File: src/hdl/bpe_pkg.sv
// Shared widths, register indexes and lookup tables of the battery percent estimator.
package bpe_pkg;

    localparam int ADC_W     = 12;
    localparam int RATIO_W   = 12;
    localparam int PCT_W     = 7;
    localparam int MV_W      = 16;
    localparam int CFG_IDX_W = 1;
    localparam int CFG_W     = 12;
    localparam int PROD_W    = ADC_W + RATIO_W;
    localparam int SCALE_SH  = 8;
    localparam int NUM_KNOTS = 7;
    localparam int SEG_W     = 3;
    localparam int DV_W      = 9;
    localparam int REM_W     = 13;
    localparam int QUO_W     = 5;
    localparam int CNT_W     = 3;

    // Register indexes on the configuration port
    localparam logic [CFG_IDX_W-1:0] CFG_DIVIDER_RATIO   = 1'b0;
    localparam logic [CFG_IDX_W-1:0] CFG_HYSTERESIS_STEP = 1'b1;

    localparam logic [RATIO_W-1:0] DIVIDER_RATIO_RST   = 12'd512;
    localparam logic [PCT_W-1:0]   HYSTERESIS_STEP_RST = 7'd5;

    localparam logic [PCT_W-1:0] PCT_FULL = 7'd100;

    // Knots of the discharge curve: millivolts and percent
    localparam logic [MV_W-1:0] KNOT_MV [NUM_KNOTS] =
        '{16'd3000, 16'd3300, 16'd3500, 16'd3700, 16'd3900, 16'd4100, 16'd4200};
    localparam logic [PCT_W-1:0] KNOT_PC [NUM_KNOTS] =
        '{7'd0, 7'd10, 7'd25, 7'd50, 7'd75, 7'd90, 7'd100};

    // Voltage span of a segment
    function automatic logic [DV_W-1:0] seg_span(input logic [SEG_W-1:0] seg);
        logic [MV_W-1:0] d;
        d = KNOT_MV[seg + 3'd1] - KNOT_MV[seg];
        return d[DV_W-1:0];
    endfunction

    // Percent rise over a segment
    function automatic logic [PCT_W-1:0] seg_rise(input logic [SEG_W-1:0] seg);
        return KNOT_PC[seg + 3'd1] - KNOT_PC[seg];
    endfunction

endpackage

File: src/hdl/bpe_sample_if.sv
// Request channel that carries one ADC reading.
interface bpe_sample_if;
    import bpe_pkg::*;

    logic             valid;
    logic             ready;
    logic [ADC_W-1:0] adc_millivolts;

    modport source (output valid, output adc_millivolts, input ready);
    modport sink   (input valid, input adc_millivolts, output ready);
endinterface

File: src/hdl/bpe_result_if.sv
// Request channel that carries one charge estimate.
interface bpe_result_if;
    import bpe_pkg::*;

    logic             valid;
    logic             ready;
    logic [PCT_W-1:0] held_percent_out;
    logic [PCT_W-1:0] interp_percent;
    logic [MV_W-1:0]  battery_millivolts;

    modport source (output valid, output held_percent_out, output interp_percent,
                    output battery_millivolts, input ready);
    modport sink   (input valid, input held_percent_out, input interp_percent,
                    input battery_millivolts, output ready);
endinterface

File: src/hdl/battery_percent_estimator_core.sv
// Battery state of charge estimator: divider scaling, curve lookup and hysteresis.
//
//  channel  | dir | handshake     | payload
//  ---------+-----+---------------+--------------------------------------------------
//  sample   | in  | valid/ready   | adc_millivolts
//  result   | out | valid/ready   | held_percent_out, interp_percent, battery_millivolts
//  cfg      | in  | cfg_we        | cfg_index, cfg_data
//
// A request inside the curve goes from acceptance to its result through scaling on the
// shared multiplier, the segment search, the slope on the multiplier, five restoring
// division steps on the subtractor, and the commit.
// Readings clamped to 0 or 100 percent skip the slope and division.
// The next reading is taken in the cycle after the commit.
// Reset clears the sequencer, the held percentage and the registers to their defaults.
// The result register holds a request until taken; a new reading is accepted meanwhile,
// and only the commit waits on a full result register.
module battery_percent_estimator_core (
    input  logic                           clk,
    input  logic                           rst_n,
    input  logic                           cfg_we,
    input  logic [bpe_pkg::CFG_IDX_W-1:0]  cfg_index,
    input  logic [bpe_pkg::CFG_W-1:0]      cfg_data,
    bpe_sample_if.sink                     sample,
    bpe_result_if.source                   result
);
    import bpe_pkg::*;

    typedef enum logic [2:0] {
        ST_IDLE,
        ST_MUL_SCALE,
        ST_SEG_FIND,
        ST_MUL_SLOPE,
        ST_DIV_STEP,
        ST_COMMIT
    } state_t;

    state_t              state_reg, state_next;
    logic [RATIO_W-1:0]  ratio_reg, ratio_next;
    logic [PCT_W-1:0]    step_reg, step_next;
    logic                have_reg, have_next;
    logic [PCT_W-1:0]    held_reg, held_next;
    logic [ADC_W-1:0]    adc_reg, adc_next;
    logic [MV_W-1:0]     bat_reg, bat_next;
    logic [SEG_W-1:0]    seg_reg, seg_next;
    logic [DV_W-1:0]     dv_reg, dv_next;
    logic [REM_W-1:0]    rem_reg, rem_next;
    logic [QUO_W-1:0]    quo_reg, quo_next;
    logic [CNT_W-1:0]    cnt_reg, cnt_next;
    logic [PCT_W-1:0]    raw_reg, raw_next;
    logic                out_valid_reg, out_valid_next;
    logic [PCT_W-1:0]    out_held_reg, out_held_next;
    logic [PCT_W-1:0]    out_raw_reg, out_raw_next;
    logic [MV_W-1:0]     out_bat_reg, out_bat_next;

    logic [RATIO_W-1:0]  mul_a;
    logic [RATIO_W-1:0]  mul_b;
    logic [PROD_W-1:0]   prod;
    logic [SEG_W-1:0]    seg_find;
    logic [MV_W-1:0]     dv_wide;
    logic [REM_W-1:0]    span_sh;
    logic                div_ge;
    logic [QUO_W-1:0]    quo_upd;
    logic [PCT_W-1:0]    diff;
    logic                commit_ok;

    // Select operands of the shared multiplier
    always_comb
    begin
        case (state_reg)
            ST_MUL_SLOPE:
            begin
                mul_a = RATIO_W'(dv_reg);
                mul_b = RATIO_W'(seg_rise(seg_reg));
            end
            default:
            begin
                mul_a = adc_reg;
                mul_b = ratio_reg;
            end
        endcase
    end

    assign prod = mul_a * mul_b;

    // Locate the segment: count interior knots at or below the voltage
    always_comb
    begin
        seg_find = '0;
        for (int k = 1; k < NUM_KNOTS - 1; k++)
        begin
            if (bat_reg >= KNOT_MV[k])
            begin
                seg_find = seg_find + 3'd1;
            end
        end
    end

    assign dv_wide = bat_reg - KNOT_MV[seg_find];

    // One restoring division step on the subtractor
    assign span_sh = REM_W'(seg_span(seg_reg)) << cnt_reg;
    assign div_ge  = (rem_reg >= span_sh);
    assign quo_upd = quo_reg | (QUO_W'(div_ge) << cnt_reg);

    assign diff      = (raw_reg >= held_reg) ? (raw_reg - held_reg) : (held_reg - raw_reg);
    assign commit_ok = !out_valid_reg || result.ready;

    // Sequence one request
    always_comb
    begin
        state_next     = state_reg;
        ratio_next     = ratio_reg;
        step_next      = step_reg;
        have_next      = have_reg;
        held_next      = held_reg;
        adc_next       = adc_reg;
        bat_next       = bat_reg;
        seg_next       = seg_reg;
        dv_next        = dv_reg;
        rem_next       = rem_reg;
        quo_next       = quo_reg;
        cnt_next       = cnt_reg;
        raw_next       = raw_reg;
        out_valid_next = out_valid_reg && !result.ready;
        out_held_next  = out_held_reg;
        out_raw_next   = out_raw_reg;
        out_bat_next   = out_bat_reg;

        // Take register writes
        if (cfg_we)
        begin
            case (cfg_index)
                CFG_DIVIDER_RATIO:   ratio_next = cfg_data[RATIO_W-1:0];
                CFG_HYSTERESIS_STEP: step_next  = cfg_data[PCT_W-1:0];
                default: ;
            endcase
        end

        case (state_reg)
            ST_IDLE:
            begin
                if (sample.valid)
                begin
                    adc_next   = sample.adc_millivolts;
                    state_next = ST_MUL_SCALE;
                end
            end
            ST_MUL_SCALE:
            begin
                // A 24-bit product shifted by 8 always fits 16 bits, so no clamp is needed
                bat_next   = prod[PROD_W-1:SCALE_SH];
                state_next = ST_SEG_FIND;
            end
            ST_SEG_FIND:
            begin
                if (bat_reg <= KNOT_MV[0])
                begin
                    raw_next   = '0;
                    state_next = ST_COMMIT;
                end
                else if (bat_reg >= KNOT_MV[NUM_KNOTS-1])
                begin
                    raw_next   = PCT_FULL;
                    state_next = ST_COMMIT;
                end
                else
                begin
                    seg_next   = seg_find;
                    dv_next    = dv_wide[DV_W-1:0];
                    state_next = ST_MUL_SLOPE;
                end
            end
            ST_MUL_SLOPE:
            begin
                rem_next   = prod[REM_W-1:0];
                quo_next   = '0;
                cnt_next   = CNT_W'(QUO_W - 1);
                state_next = ST_DIV_STEP;
            end
            ST_DIV_STEP:
            begin
                if (div_ge)
                begin
                    rem_next = rem_reg - span_sh;
                end
                quo_next = quo_upd;
                if (cnt_reg == '0)
                begin
                    raw_next   = KNOT_PC[seg_reg] + PCT_W'(quo_upd);
                    state_next = ST_COMMIT;
                end
                else
                begin
                    cnt_next = cnt_reg - 3'd1;
                end
            end
            ST_COMMIT:
            begin
                // Hold until the result register is free
                if (commit_ok)
                begin
                    if (!have_reg || diff >= step_reg)
                    begin
                        held_next     = raw_reg;
                        out_held_next = raw_reg;
                    end
                    else
                    begin
                        out_held_next = held_reg;
                    end
                    have_next      = 1'b1;
                    out_raw_next   = raw_reg;
                    out_bat_next   = bat_reg;
                    out_valid_next = 1'b1;
                    state_next     = ST_IDLE;
                end
            end
            default:
            begin
                state_next = ST_IDLE;
            end
        endcase
    end

    // Hold state, registers and the result register
    always_ff @(posedge clk or negedge rst_n)
    begin
        if (!rst_n)
        begin
            state_reg     <= ST_IDLE;
            ratio_reg     <= DIVIDER_RATIO_RST;
            step_reg      <= HYSTERESIS_STEP_RST;
            have_reg      <= 1'b0;
            held_reg      <= '0;
            adc_reg       <= '0;
            bat_reg       <= '0;
            seg_reg       <= '0;
            dv_reg        <= '0;
            rem_reg       <= '0;
            quo_reg       <= '0;
            cnt_reg       <= '0;
            raw_reg       <= '0;
            out_valid_reg <= 1'b0;
            out_held_reg  <= '0;
            out_raw_reg   <= '0;
            out_bat_reg   <= '0;
        end
        else
        begin
            state_reg     <= state_next;
            ratio_reg     <= ratio_next;
            step_reg      <= step_next;
            have_reg      <= have_next;
            held_reg      <= held_next;
            adc_reg       <= adc_next;
            bat_reg       <= bat_next;
            seg_reg       <= seg_next;
            dv_reg        <= dv_next;
            rem_reg       <= rem_next;
            quo_reg       <= quo_next;
            cnt_reg       <= cnt_next;
            raw_reg       <= raw_next;
            out_valid_reg <= out_valid_next;
            out_held_reg  <= out_held_next;
            out_raw_reg   <= out_raw_next;
            out_bat_reg   <= out_bat_next;
        end
    end

    assign sample.ready              = (state_reg == ST_IDLE);
    assign result.valid              = out_valid_reg;
    assign result.held_percent_out   = out_held_reg;
    assign result.interp_percent     = out_raw_reg;
    assign result.battery_millivolts = out_bat_reg;

endmodule

File: src/flat_wrapper.sv
// flat-port wrapper written by rule: the top's interface ports become plain ports
module battery_percent_estimator_core_flat import bpe_pkg::*;
  (clk, rst_n, cfg_we, cfg_index, cfg_data, sample_valid, sample_adc_millivolts, sample_ready, result_valid, result_held_percent_out, result_interp_percent, result_battery_millivolts, result_ready);
  bpe_sample_if sample_i ();
  bpe_result_if result_i ();
  input  logic clk;
  input  logic rst_n;
  input  logic cfg_we;
  input  logic [bpe_pkg::CFG_IDX_W-1:0] cfg_index;
  input  logic [bpe_pkg::CFG_W-1:0] cfg_data;
  input wire logic [$bits(sample_i.valid)-1:0] sample_valid;
  input wire logic [$bits(sample_i.adc_millivolts)-1:0] sample_adc_millivolts;
  output wire logic [$bits(sample_i.ready)-1:0] sample_ready;
  output wire logic [$bits(result_i.valid)-1:0] result_valid;
  output wire logic [$bits(result_i.held_percent_out)-1:0] result_held_percent_out;
  output wire logic [$bits(result_i.interp_percent)-1:0] result_interp_percent;
  output wire logic [$bits(result_i.battery_millivolts)-1:0] result_battery_millivolts;
  input wire logic [$bits(result_i.ready)-1:0] result_ready;
  assign sample_i.valid = sample_valid;
  assign sample_i.adc_millivolts = sample_adc_millivolts;
  assign sample_ready = sample_i.ready;
  assign result_valid = result_i.valid;
  assign result_held_percent_out = result_i.held_percent_out;
  assign result_interp_percent = result_i.interp_percent;
  assign result_battery_millivolts = result_i.battery_millivolts;
  assign result_i.ready = result_ready;
  battery_percent_estimator_core u_core (.clk(clk), .rst_n(rst_n), .cfg_we(cfg_we), .cfg_index(cfg_index), .cfg_data(cfg_data), .sample(sample_i), .result(result_i));
endmodule
File: config.mk
export PLATFORM = sky130hd
export DESIGN_NAME = battery_percent_estimator_core_flat
export DESIGN_NICKNAME = d
export VERILOG_FILES = /design/src/hdl/bpe_pkg.sv /design/src/hdl/bpe_sample_if.sv /design/src/hdl/bpe_result_if.sv /design/src/hdl/battery_percent_estimator_core.sv /design/src/flat_wrapper.sv
export SDC_FILE = /design/constraint.sdc
export NUM_CORES = 1
export LEC_CHECK = 0
export BUFFER_PORTS_ARGS = -buffer_cell sky130_fd_sc_hd__clkbuf_2
export CAP_MARGIN = 20
export CORE_MARGIN = 2
export CORE_UTILIZATION = 40
export DETAILED_ROUTE_END_ITERATION = 7
export GPL_ROUTABILITY_DRIVEN = 0
export GPL_TIMING_DRIVEN = 0
export PLACE_DENSITY_LB_ADDON = 0.2
export SETUP_SLACK_MARGIN = 0.1
export SYNTH_ARGS = -nofsm -noshare
export SYNTH_HDL_FRONTEND = slang
export SYNTH_SLANG_ARGS = --single-unit
export TNS_END_PERCENT = 30
File: constraint.sdc
create_clock -name clk -period 10.35 [get_ports clk]
set_input_delay 1.5525 -clock clk [delete_from_list [all_inputs] [get_ports clk]]
set_output_delay 1.5525 -clock clk [all_outputs]
set_load 0.01 [all_outputs]
==> results.yml, run 1 <==
timing:
  setup_tns_ps: 0
  period_needed_ps: 9420
  drv_slew: 0
  fmax_mhz: 106
  layout_worst_path_cycle_share_pct: 91.0
  maxSlewHeadroom_pct: 42.2
  finalClockSkew_ps: 20.7
  hold_violations: 0
  grt_setup_unrepaired: "false"
  worst_pin_slew_ps: 867
  setup_violations: 0
die:
  die_y_um: 181
  io_pins: 62
  core_area_um2: 30700
  rows: 64
  initial_core_util_pct: 40.9
  die-area_um2: 32900
  dieWidth_um: 181
cts:
  clockBufferDepth: 2
  cts_root_buf: "clkbuf_16"
  clock-sinks: 120
  hold_buffers: 0
  clk_pin_slew_ps: 60
  htree_levels: 4
  cts_buffers: 17
  cts_tree: "yes"
  clk_latency_ps: 440
placement:
  hpwl_mm: 26.0
  io_buffers: 61
worst_hold_path:
  hold_path_class: "reg -> reg"
outcome:
  status: "finished, final reports clean"
worst_setup_path:
  cp-end-kind: "flip-flop"
  cp-start-kind: "flip-flop"
  required_ps: 10650
  crit_arrival_ps: 9720
  crit_path_max_fanout: 10
  cpMaxStageDelayCell: "mux2i_2"
  cp_common_cell: "inv_1"
  slowest_delay_ps: 580
  critPathKind: "reg -> reg"
detailed_routing:
  detail-route-antenna-nets: 0
  wl_mm: 32.6
  vias: 9922
  avgViaCountPerCell: 5.31
  drt-pass1-iter-count: 5
  wl_per_cell_um: 17.5
  drtIter0Drc: 571
  drc: 0
global_route:
  grt_pass1_wl_mm: 54.3
  grt_pass1_vias: 10117
  antenna_found_initial: 0
  grtUsageTotal_pct: 20.9
  grt_max_degree: 69
  grt_overflow: 0
synthesis:
  ys_warn_count: 0
  avgSynthCellArea_um2: 9.12
  synth.distinct_cells: 73
  synth_seq_cells: 120
  synth_area_um2: 12600
  yosysSeqAreaShare_pct: 23.9
  synth_flop_cell: "dfrtp_1"
  async_flop_share_pct: 100
  synthesis.nets: 1644
  synth_edf_count: 0
  syn_inst: 1379
final_layout:
  finalNetCount: 1725
  num_antenna_cells: 0
  drive_above_1_share_pct: 12.2
  syn_to_final_growth_pct: 11.4
run:
  maxCapViolCount: 0
-- critical path: cells and delay by family (launching register included) --
kind                       cells  cell delay, ps
adders and majority gates      9            3690
AOI/OAI and AO/OA             12            2330
buffers and inverters          8            1310
muxes                          2             930
DFF                            1             520
xor gates and xnor gates       2             390
and+or+nand+nor                1             120
-- Yosys cell counts, drive strengths merged (3+ instances only) --
cell | n | area (µm²)
nor2 | 42 | 158
a31oi | 10 | 62.6
dfrtp | 117 | 2930
fa | 104 | 2080
o41ai | 4 | 42.6
nor2b | 10 | 62.6
mux2i | 24 | 240
ha | 131 | 1640
or3 | 4 | 25.0
xor2 | 17 | 149
nand2 | 204 | 766
inv | 186 | 698
o21a | 11 | 90.1
xnor2 | 32 | 280
o31ai | 11 | 82.6
nand4 | 5 | 31.3
or2 | 7 | 43.8
a211oi | 4 | 35.0
and3 | 42 | 263
dfstp | 3 | 78.8
or4 | 3 | 22.5
a211o | 3 | 26.3
a41oi | 4 | 35.0
o22ai | 3 | 18.8
and2 | 24 | 150
and4 | 3 | 26.3
a21oi | 48 | 252
mux2 | 68 | 800
nor3 | 13 | 70.1
o21ai | 72 | 372
nand3 | 16 | 80.1
clkbuf | 49 | 184
nand2b | 16 | 100
a21boi | 4 | 30.0
buf | 6 | 36.3
o211ai | 3 | 22.5
o21bai | 8 | 60.1
a21o | 37 | 285
a31o | 4 | 35.0
-- layout by cell type, fill, tap and decap left out, types with 9 or more instances in the layout --
cell type	synthesis	routed
mux2_2	56	56
nor3_1	12	12
a31oi_1	10	10
o21ai_1	19	19
xor2_1	17	17
nand2b_1	16	16
o21ai_0	52	52
inv_1	186	186
clkbuf_16	0	17
nand2_1	204	204
nor2_1	42	42
nand3_1	16	16
o21a_1	10	10
ha_1	131	131
a21oi_1	47	47
and3_1	42	42
nor2b_1	10	10
a21o_1	36	36
xnor2_1	32	32
mux2i_1	24	23
and2_1	24	24
clkbuf_1	49	49
fa_1	104	104
o31ai_1	11	11
mux2_4	9	9
clkbuf_2	0	60
dfrtp_1	117	117
-- final timing paths --
path	from	end	slack, ps	depth (start not counted)
max	u_core.seg_reg[2]$_DFFE_PN0P_	u_core.bat_reg[15]$_DFFE_PN0N_	930	34
min	u_core.result.interp_percent[2]$_DFFE_PN0P_	u_core.result.interp_percent[2]$_DFFE_PN0P_	480	2
max reg2reg	u_core.seg_reg[2]$_DFFE_PN0P_	u_core.bat_reg[15]$_DFFE_PN0N_	930	34
min reg2reg	u_core.result.interp_percent[2]$_DFFE_PN0P_	u_core.result.interp_percent[2]$_DFFE_PN0P_	480	2
max in group asynchronous	rst_n	u_core.rem_reg[10]$_DFFE_PN0P_	8550	2
min in group asynchronous	rst_n	u_core.result.battery_millivolts[11]$_DFFE_PN0P_	1070	1
-- layer usage --
metal / track usage [%] / share of wire, %
met1: 28.7 / 46
met2: 34.8 / 48
met3: 2.86 / 3.7
met4: 5.46 / 1.8
met5: 0 / 0
-- cell type report --
cell class	count	area, µm²
Clock buffer	19	453
Tap cell	396	495
Inverter	188	706
Fill cell	3084	16700
Multi-Input combinational cell	1016	8650
Buffer	55	220
Sequential cell	120	3010
Timing Repair Buffer	62	342
Clock inverter	13	143
-- what timing repair did --
item	in CTS	in global routing
gates resized for setup	0	1
setup buffers	0	0
endpoints found under the setup margin	0	1
-- stage by stage --
step,worst slack (ps),area [µm²],util (%),hold WS (ps),cells
3_5_place_dp,795,13400,43.6,470,1837
6_report,929,14000,45.6,480,1869
5_1_grt,308,14000,45.6,513,1869
4_1_cts,732,14000,45.6,484,1869
3_3_place_gp,802,13400,43.5,460,1836
2_1_floorplan,2470,12600,-,436,1379
-- logic make-up after synthesis --
kind of cell	after synthesis	synth area share (%)
buffers and inverters	243	7.36
xor gates and xnor gates	49	3.41
DFF	120	23.9
and+or+nand+nor	397	14.8
AOI/OAI and AO/OA	243	12.7
adders and majority gates	235	29.6
muxes	92	8.26
Power of run 1 is left out: the tool's default activity adds up to more than one toggle a clock period on the data nets, which glitch-free logic cannot reach.
==> inputs of run 2 (changes only) <==
Settings changed: REMOVE_ABC_BUFFERS set to 1.
==> results.yml, run 2 (same netlist as run 1, synthesis figures left out) <==
detailed_routing:
  avgViaCountPerCell: 5.22
  vias: 9495
  drtIter0Drc: 444
  wl_per_cell_um: 16.6
  wl_mm: 30.1
  drt-pass1-iter-count: 5
  detail-route-antenna-nets: 0
  drc: 0
die:
  io_pins: 62
  core_area_um2: 30700
  rows: 64
  initial_core_util_pct: 40.9
  dieWidth_um: 181
  die-area_um2: 32900
  die_y_um: 181
cts:
  clk_latency_ps: 430
  cts_buffers: 17
  clock-sinks: 120
  clk_pin_slew_ps: 70
  clockBufferDepth: 2
  cts_root_buf: "clkbuf_16"
  hold_buffers: 0
  cts_tree: "yes"
  htree_levels: 4
timing:
  hold_violations: 0
  grt_setup_unrepaired: "false"
  layout_worst_path_cycle_share_pct: 91.1
  period_needed_ps: 9430
  worst_pin_slew_ps: 894
  fmax_mhz: 106
  maxSlewHeadroom_pct: 40.1
  drv_slew: 0
  worst_slack_ps: 917
  setup_violations: 0
  setup_tns_ps: 0
  finalClockSkew_ps: 11.7
global_route:
  grt_pass1_vias: 9692
  grt_max_degree: 101
  antenna_found_initial: 0
  grt_pass1_wl_mm: 50.4
  grt_overflow: 0
  grtUsageTotal_pct: 19.3
worst_setup_path:
  crit_arrival_ps: 9740
  cp-end-kind: "flip-flop"
  cp-start-kind: "flip-flop"
  critPathKind: "reg -> reg"
  crit_path_max_fanout: 26
  cp_common_cell: "inv_1"
  slowest_delay_ps: 910
  cpMaxStageDelayCell: "dfrtp_1"
  required_ps: 10660
final_layout:
  layout.area.seq_um2: 3010
  drive_above_1_share_pct: 12.9
  multi_input_area_um2: 8660
  syn_to_final_growth_pct: 10.4
  fin_util_pct: 45.2
  fill_cells: 3106
  finalNetCount: 1674
  layout_common_cells: "nand2_1 (203), inv_1 (186), ha_1 (131)"
  final_common_cell: "nand2_1"
  num_antenna_cells: 0
worst_hold_path:
  hold_path_class: "reg -> reg"
placement:
  hpwl_mm: 23.6
  place_ws_ps: 753
  io_buffers: 61
run:
  maxCapViolCount: 0
outcome:
  status: "finished, final reports clean"
run 2: cell count changes in the layout (fill, tap and decap cells not counted), sizes merged:
cell	delta
bufinv	-1
buf	-2
inv	+6
clkbuf	-50
clkinv	-3
clkinvlp	-1
run 2: timing repair:
| action | in CTS | in global routing |
|---|---|---|
| endpoints found under the hold margin | 0 | 0 |
| gates resized for setup | 0 | 1 |
| setup buffers | 0 | 0 |
| endpoints found under the setup margin | 0 | 2 |
run 2: through the flow:
| stage | cells | area, µm² | hold WS [ps] |
|---|---|---|---|
| global route | 1818 | 13900 | 504 |
| global placement | 1781 | 13200 | 451 |
| finish | 1818 | 13900 | 479 |
| detailed placement | 1785 | 13300 | 470 |
| floorplan | 1324 | 12400 | 436 |
| CTS | 1817 | 13900 | 486 |
run 2: area by class of cell:
cell class / count / share of cell area, %
Sequential cell: 120 / 21.6
Clock inverter: 14 / 1.10
Multi-Input combinational cell: 1016 / 62.3
Timing Repair Buffer: 66 / 3.11
Clock buffer: 18 / 3.16
Tap cell: 396 / 3.57
Inverter: 188 / 5.08
run 2: path summary, 6_finish.rpt:
kind | from | end | slack, ps | cells past startpoint
max | u_core.seg_reg[2]$_DFFE_PN0P_ | u_core.bat_reg[15]$_DFFE_PN0N_ | 920 | 32
min | u_core.result.interp_percent[2]$_DFFE_PN0P_ | u_core.result.interp_percent[2]$_DFFE_PN0P_ | 480 | 2
max reg2reg | u_core.seg_reg[2]$_DFFE_PN0P_ | u_core.bat_reg[15]$_DFFE_PN0N_ | 920 | 32
min reg2reg | u_core.result.interp_percent[2]$_DFFE_PN0P_ | u_core.result.interp_percent[2]$_DFFE_PN0P_ | 480 | 2
min in group asynchronous | rst_n | u_core.result.battery_millivolts[15]$_DFFE_PN0P_ | 980 | 1
max in group asynchronous | rst_n | u_core.step_reg[0]$_DFFE_PN1P_ | 8610 | 2
run 2: critical path, delay by kind of cell (launching register included):
kind	cells	cell delay, ps
buf+inv	6	610
simple gates	1	130
flops	1	910
compound gates	12	2360
fa+ha+maj	9	3960
mux	2	950
xor+xnor	2	390
run 2: layer usage:
layer | track usage [%] | up-vias | share of wire, %
met2 | 32.6 | 106 | 49
met3 | 2.72 | 29 | 2.3
met5 | 0 | - | 0
met4 | 4.91 | 0 | 1.6
li1 | - | 4649 | -
met1 | 26.0 | 4711 | 47
Power of run 2 is left out for the same reason.
==> inputs of run 3 (changes only) <==
Settings changed: CORE_UTILIZATION 40 to 55, PLACE_DENSITY_LB_ADDON 0.2 to 0.15.
==> results.yml, run 3 (same netlist as run 1, synthesis figures left out) <==
cts:
  clockBufferDepth: 2
  cts_resized: 0
  clk_pin_slew_ps: 60
  hold_buffers: 0
  clk_latency_ps: 420
  cts_root_buf: "clkbuf_16"
  htree_levels: 4
  cts_buffers: 17
  postCtsSetupRepairBufs: 0
  cts_tree: "yes"
  clock-sinks: 120
global_route:
  grtUsageTotal_pct: 25.6
  grt_overflow: 0
  grt_max_degree: 101
  antenna_found_initial: 0
  grt_pass1_vias: 9701
  grt_pass1_wl_mm: 48.9
final_layout:
  fill_cells: 1995
  layoutNonFillerInstCount: 1708
  num_antenna_cells: 0
  layout_common_cells: "nand2_1 (203), inv_1 (186), ha_1 (131)"
  multi_input_area_um2: 8660
  layout.area.seq_um2: 3010
  syn_to_final_growth_pct: 9.55
  final_common_cell: "nand2_1"
  drive_above_1_share_pct: 12.9
  post-route-cell-area_um2: 13800
  finalNetCount: 1675
worst_setup_path:
  slowest_delay_ps: 870
  cpMaxStageDelayCell: "dfrtp_1"
  cp_common_cell: "inv_1"
  required_ps: 10650
  crit_path_max_fanout: 26
  critPathKind: "reg -> reg"
  crit_arrival_ps: 9810
  cp-start-kind: "flip-flop"
  cp-end-kind: "flip-flop"
timing:
  setup_tns_ps: 0
  setup_violations: 0
  maxSlewHeadroom_pct: 37.5
  layout_worst_path_cycle_share_pct: 91.9
  finalClockSkew_ps: 18.9
  worst_pin_slew_ps: 912
  period_needed_ps: 9510
  fmax_mhz: 105
  hold_violations: 0
  drv_slew: 0
  grt_setup_unrepaired: "false"
detailed_routing:
  wl_per_cell_um: 17.1
  detail-route-antenna-nets: 0
  drtIter0Drc: 514
  drc: 0
  vias: 9643
  drt-pass1-iter-count: 5
  avgViaCountPerCell: 5.65
  wl_mm: 29.2
die:
  rows: 55
  dieWidth_um: 155
  io_pins: 62
  initial_core_util_pct: 55.7
  die-area_um2: 24100
  die_y_um: 155
  core_area_um2: 22600
placement:
  hpwl_mm: 22.9
  post_dp_cell_area_um2: 13100
  io_buffers: 61
  dp_cells: 1675
outcome:
  status: "finished, final reports clean"
run:
  maxCapViolCount: 0
worst_hold_path:
  hold_path_class: "reg -> reg"
## run 3: cell types whose count changed in the layout (fill, tap and decap cells not counted), sizes merged
cell and change:
clkinvlp +1, clkinv +2, clkbuf +1, bufinv +2, inv -6, buf +1
## run 3: through the flow
step	worst slack, ps	hold WS [ps]	util, %
after CTS	898	473	60.9
after floorplan	2510	436	-
after global routing	244	502	61.1
final	843	472	61.1
after global placement	1030	452	57.7
after detailed placement	957	455	58.2
## run 3: cell type report
| class | count | area share, % |
|---|---|---|
| multi-input combinational | 1016 | 62.8 |
| sequential | 120 | 21.8 |
| inverter | 188 | 5.12 |
| clock buffer | 19 | 3.29 |
| timing repair buffer | 67 | 3.19 |
| tap | 285 | 2.59 |
| clock inverter | 13 | 1.22 |
## run 3: final timing paths
path / from / depth (start not counted) / slack [ps] / to
worst max-delay path: u_core.seg_reg[2]$_DFFE_PN0P_ / 32 / 840 / u_core.bat_reg[15]$_DFFE_PN0N_
worst min-delay path: u_core.have_reg$_DFFE_PN0P_ / 1 / 470 / u_core.have_reg$_DFFE_PN0P_
worst max register to register: u_core.seg_reg[2]$_DFFE_PN0P_ / 32 / 840 / u_core.bat_reg[15]$_DFFE_PN0N_
worst min register to register: u_core.have_reg$_DFFE_PN0P_ / 1 / 470 / u_core.have_reg$_DFFE_PN0P_
max in group asynchronous: rst_n / 2 / 8590 / u_core.rem_reg[9]$_DFFE_PN0P_
min in group asynchronous: rst_n / 1 / 990 / u_core.result.battery_millivolts[15]$_DFFE_PN0P_
## run 3: critical path, delay by kind of cell, from the launching register on
family	cells	cell delay, ps
compound gates	12	2370
xor+xnor	2	380
mux	2	1090
fa+ha+maj	9	3940
simple gates	1	120
buf+inv	6	590
flops	1	870
## run 3: per-layer routing
layer / GRT usage [%] / vias up / part of all wire [%]
met3: 3.34 / 48 / 3.9
met4: 7.82 / 0 / 2.6
met5: 0 / - / 0
met2: 44.3 / 196 / 49
li1: - / 4635 / -
met1: 33.8 / 4764 / 44
Power of run 3 is left out for the same reason.
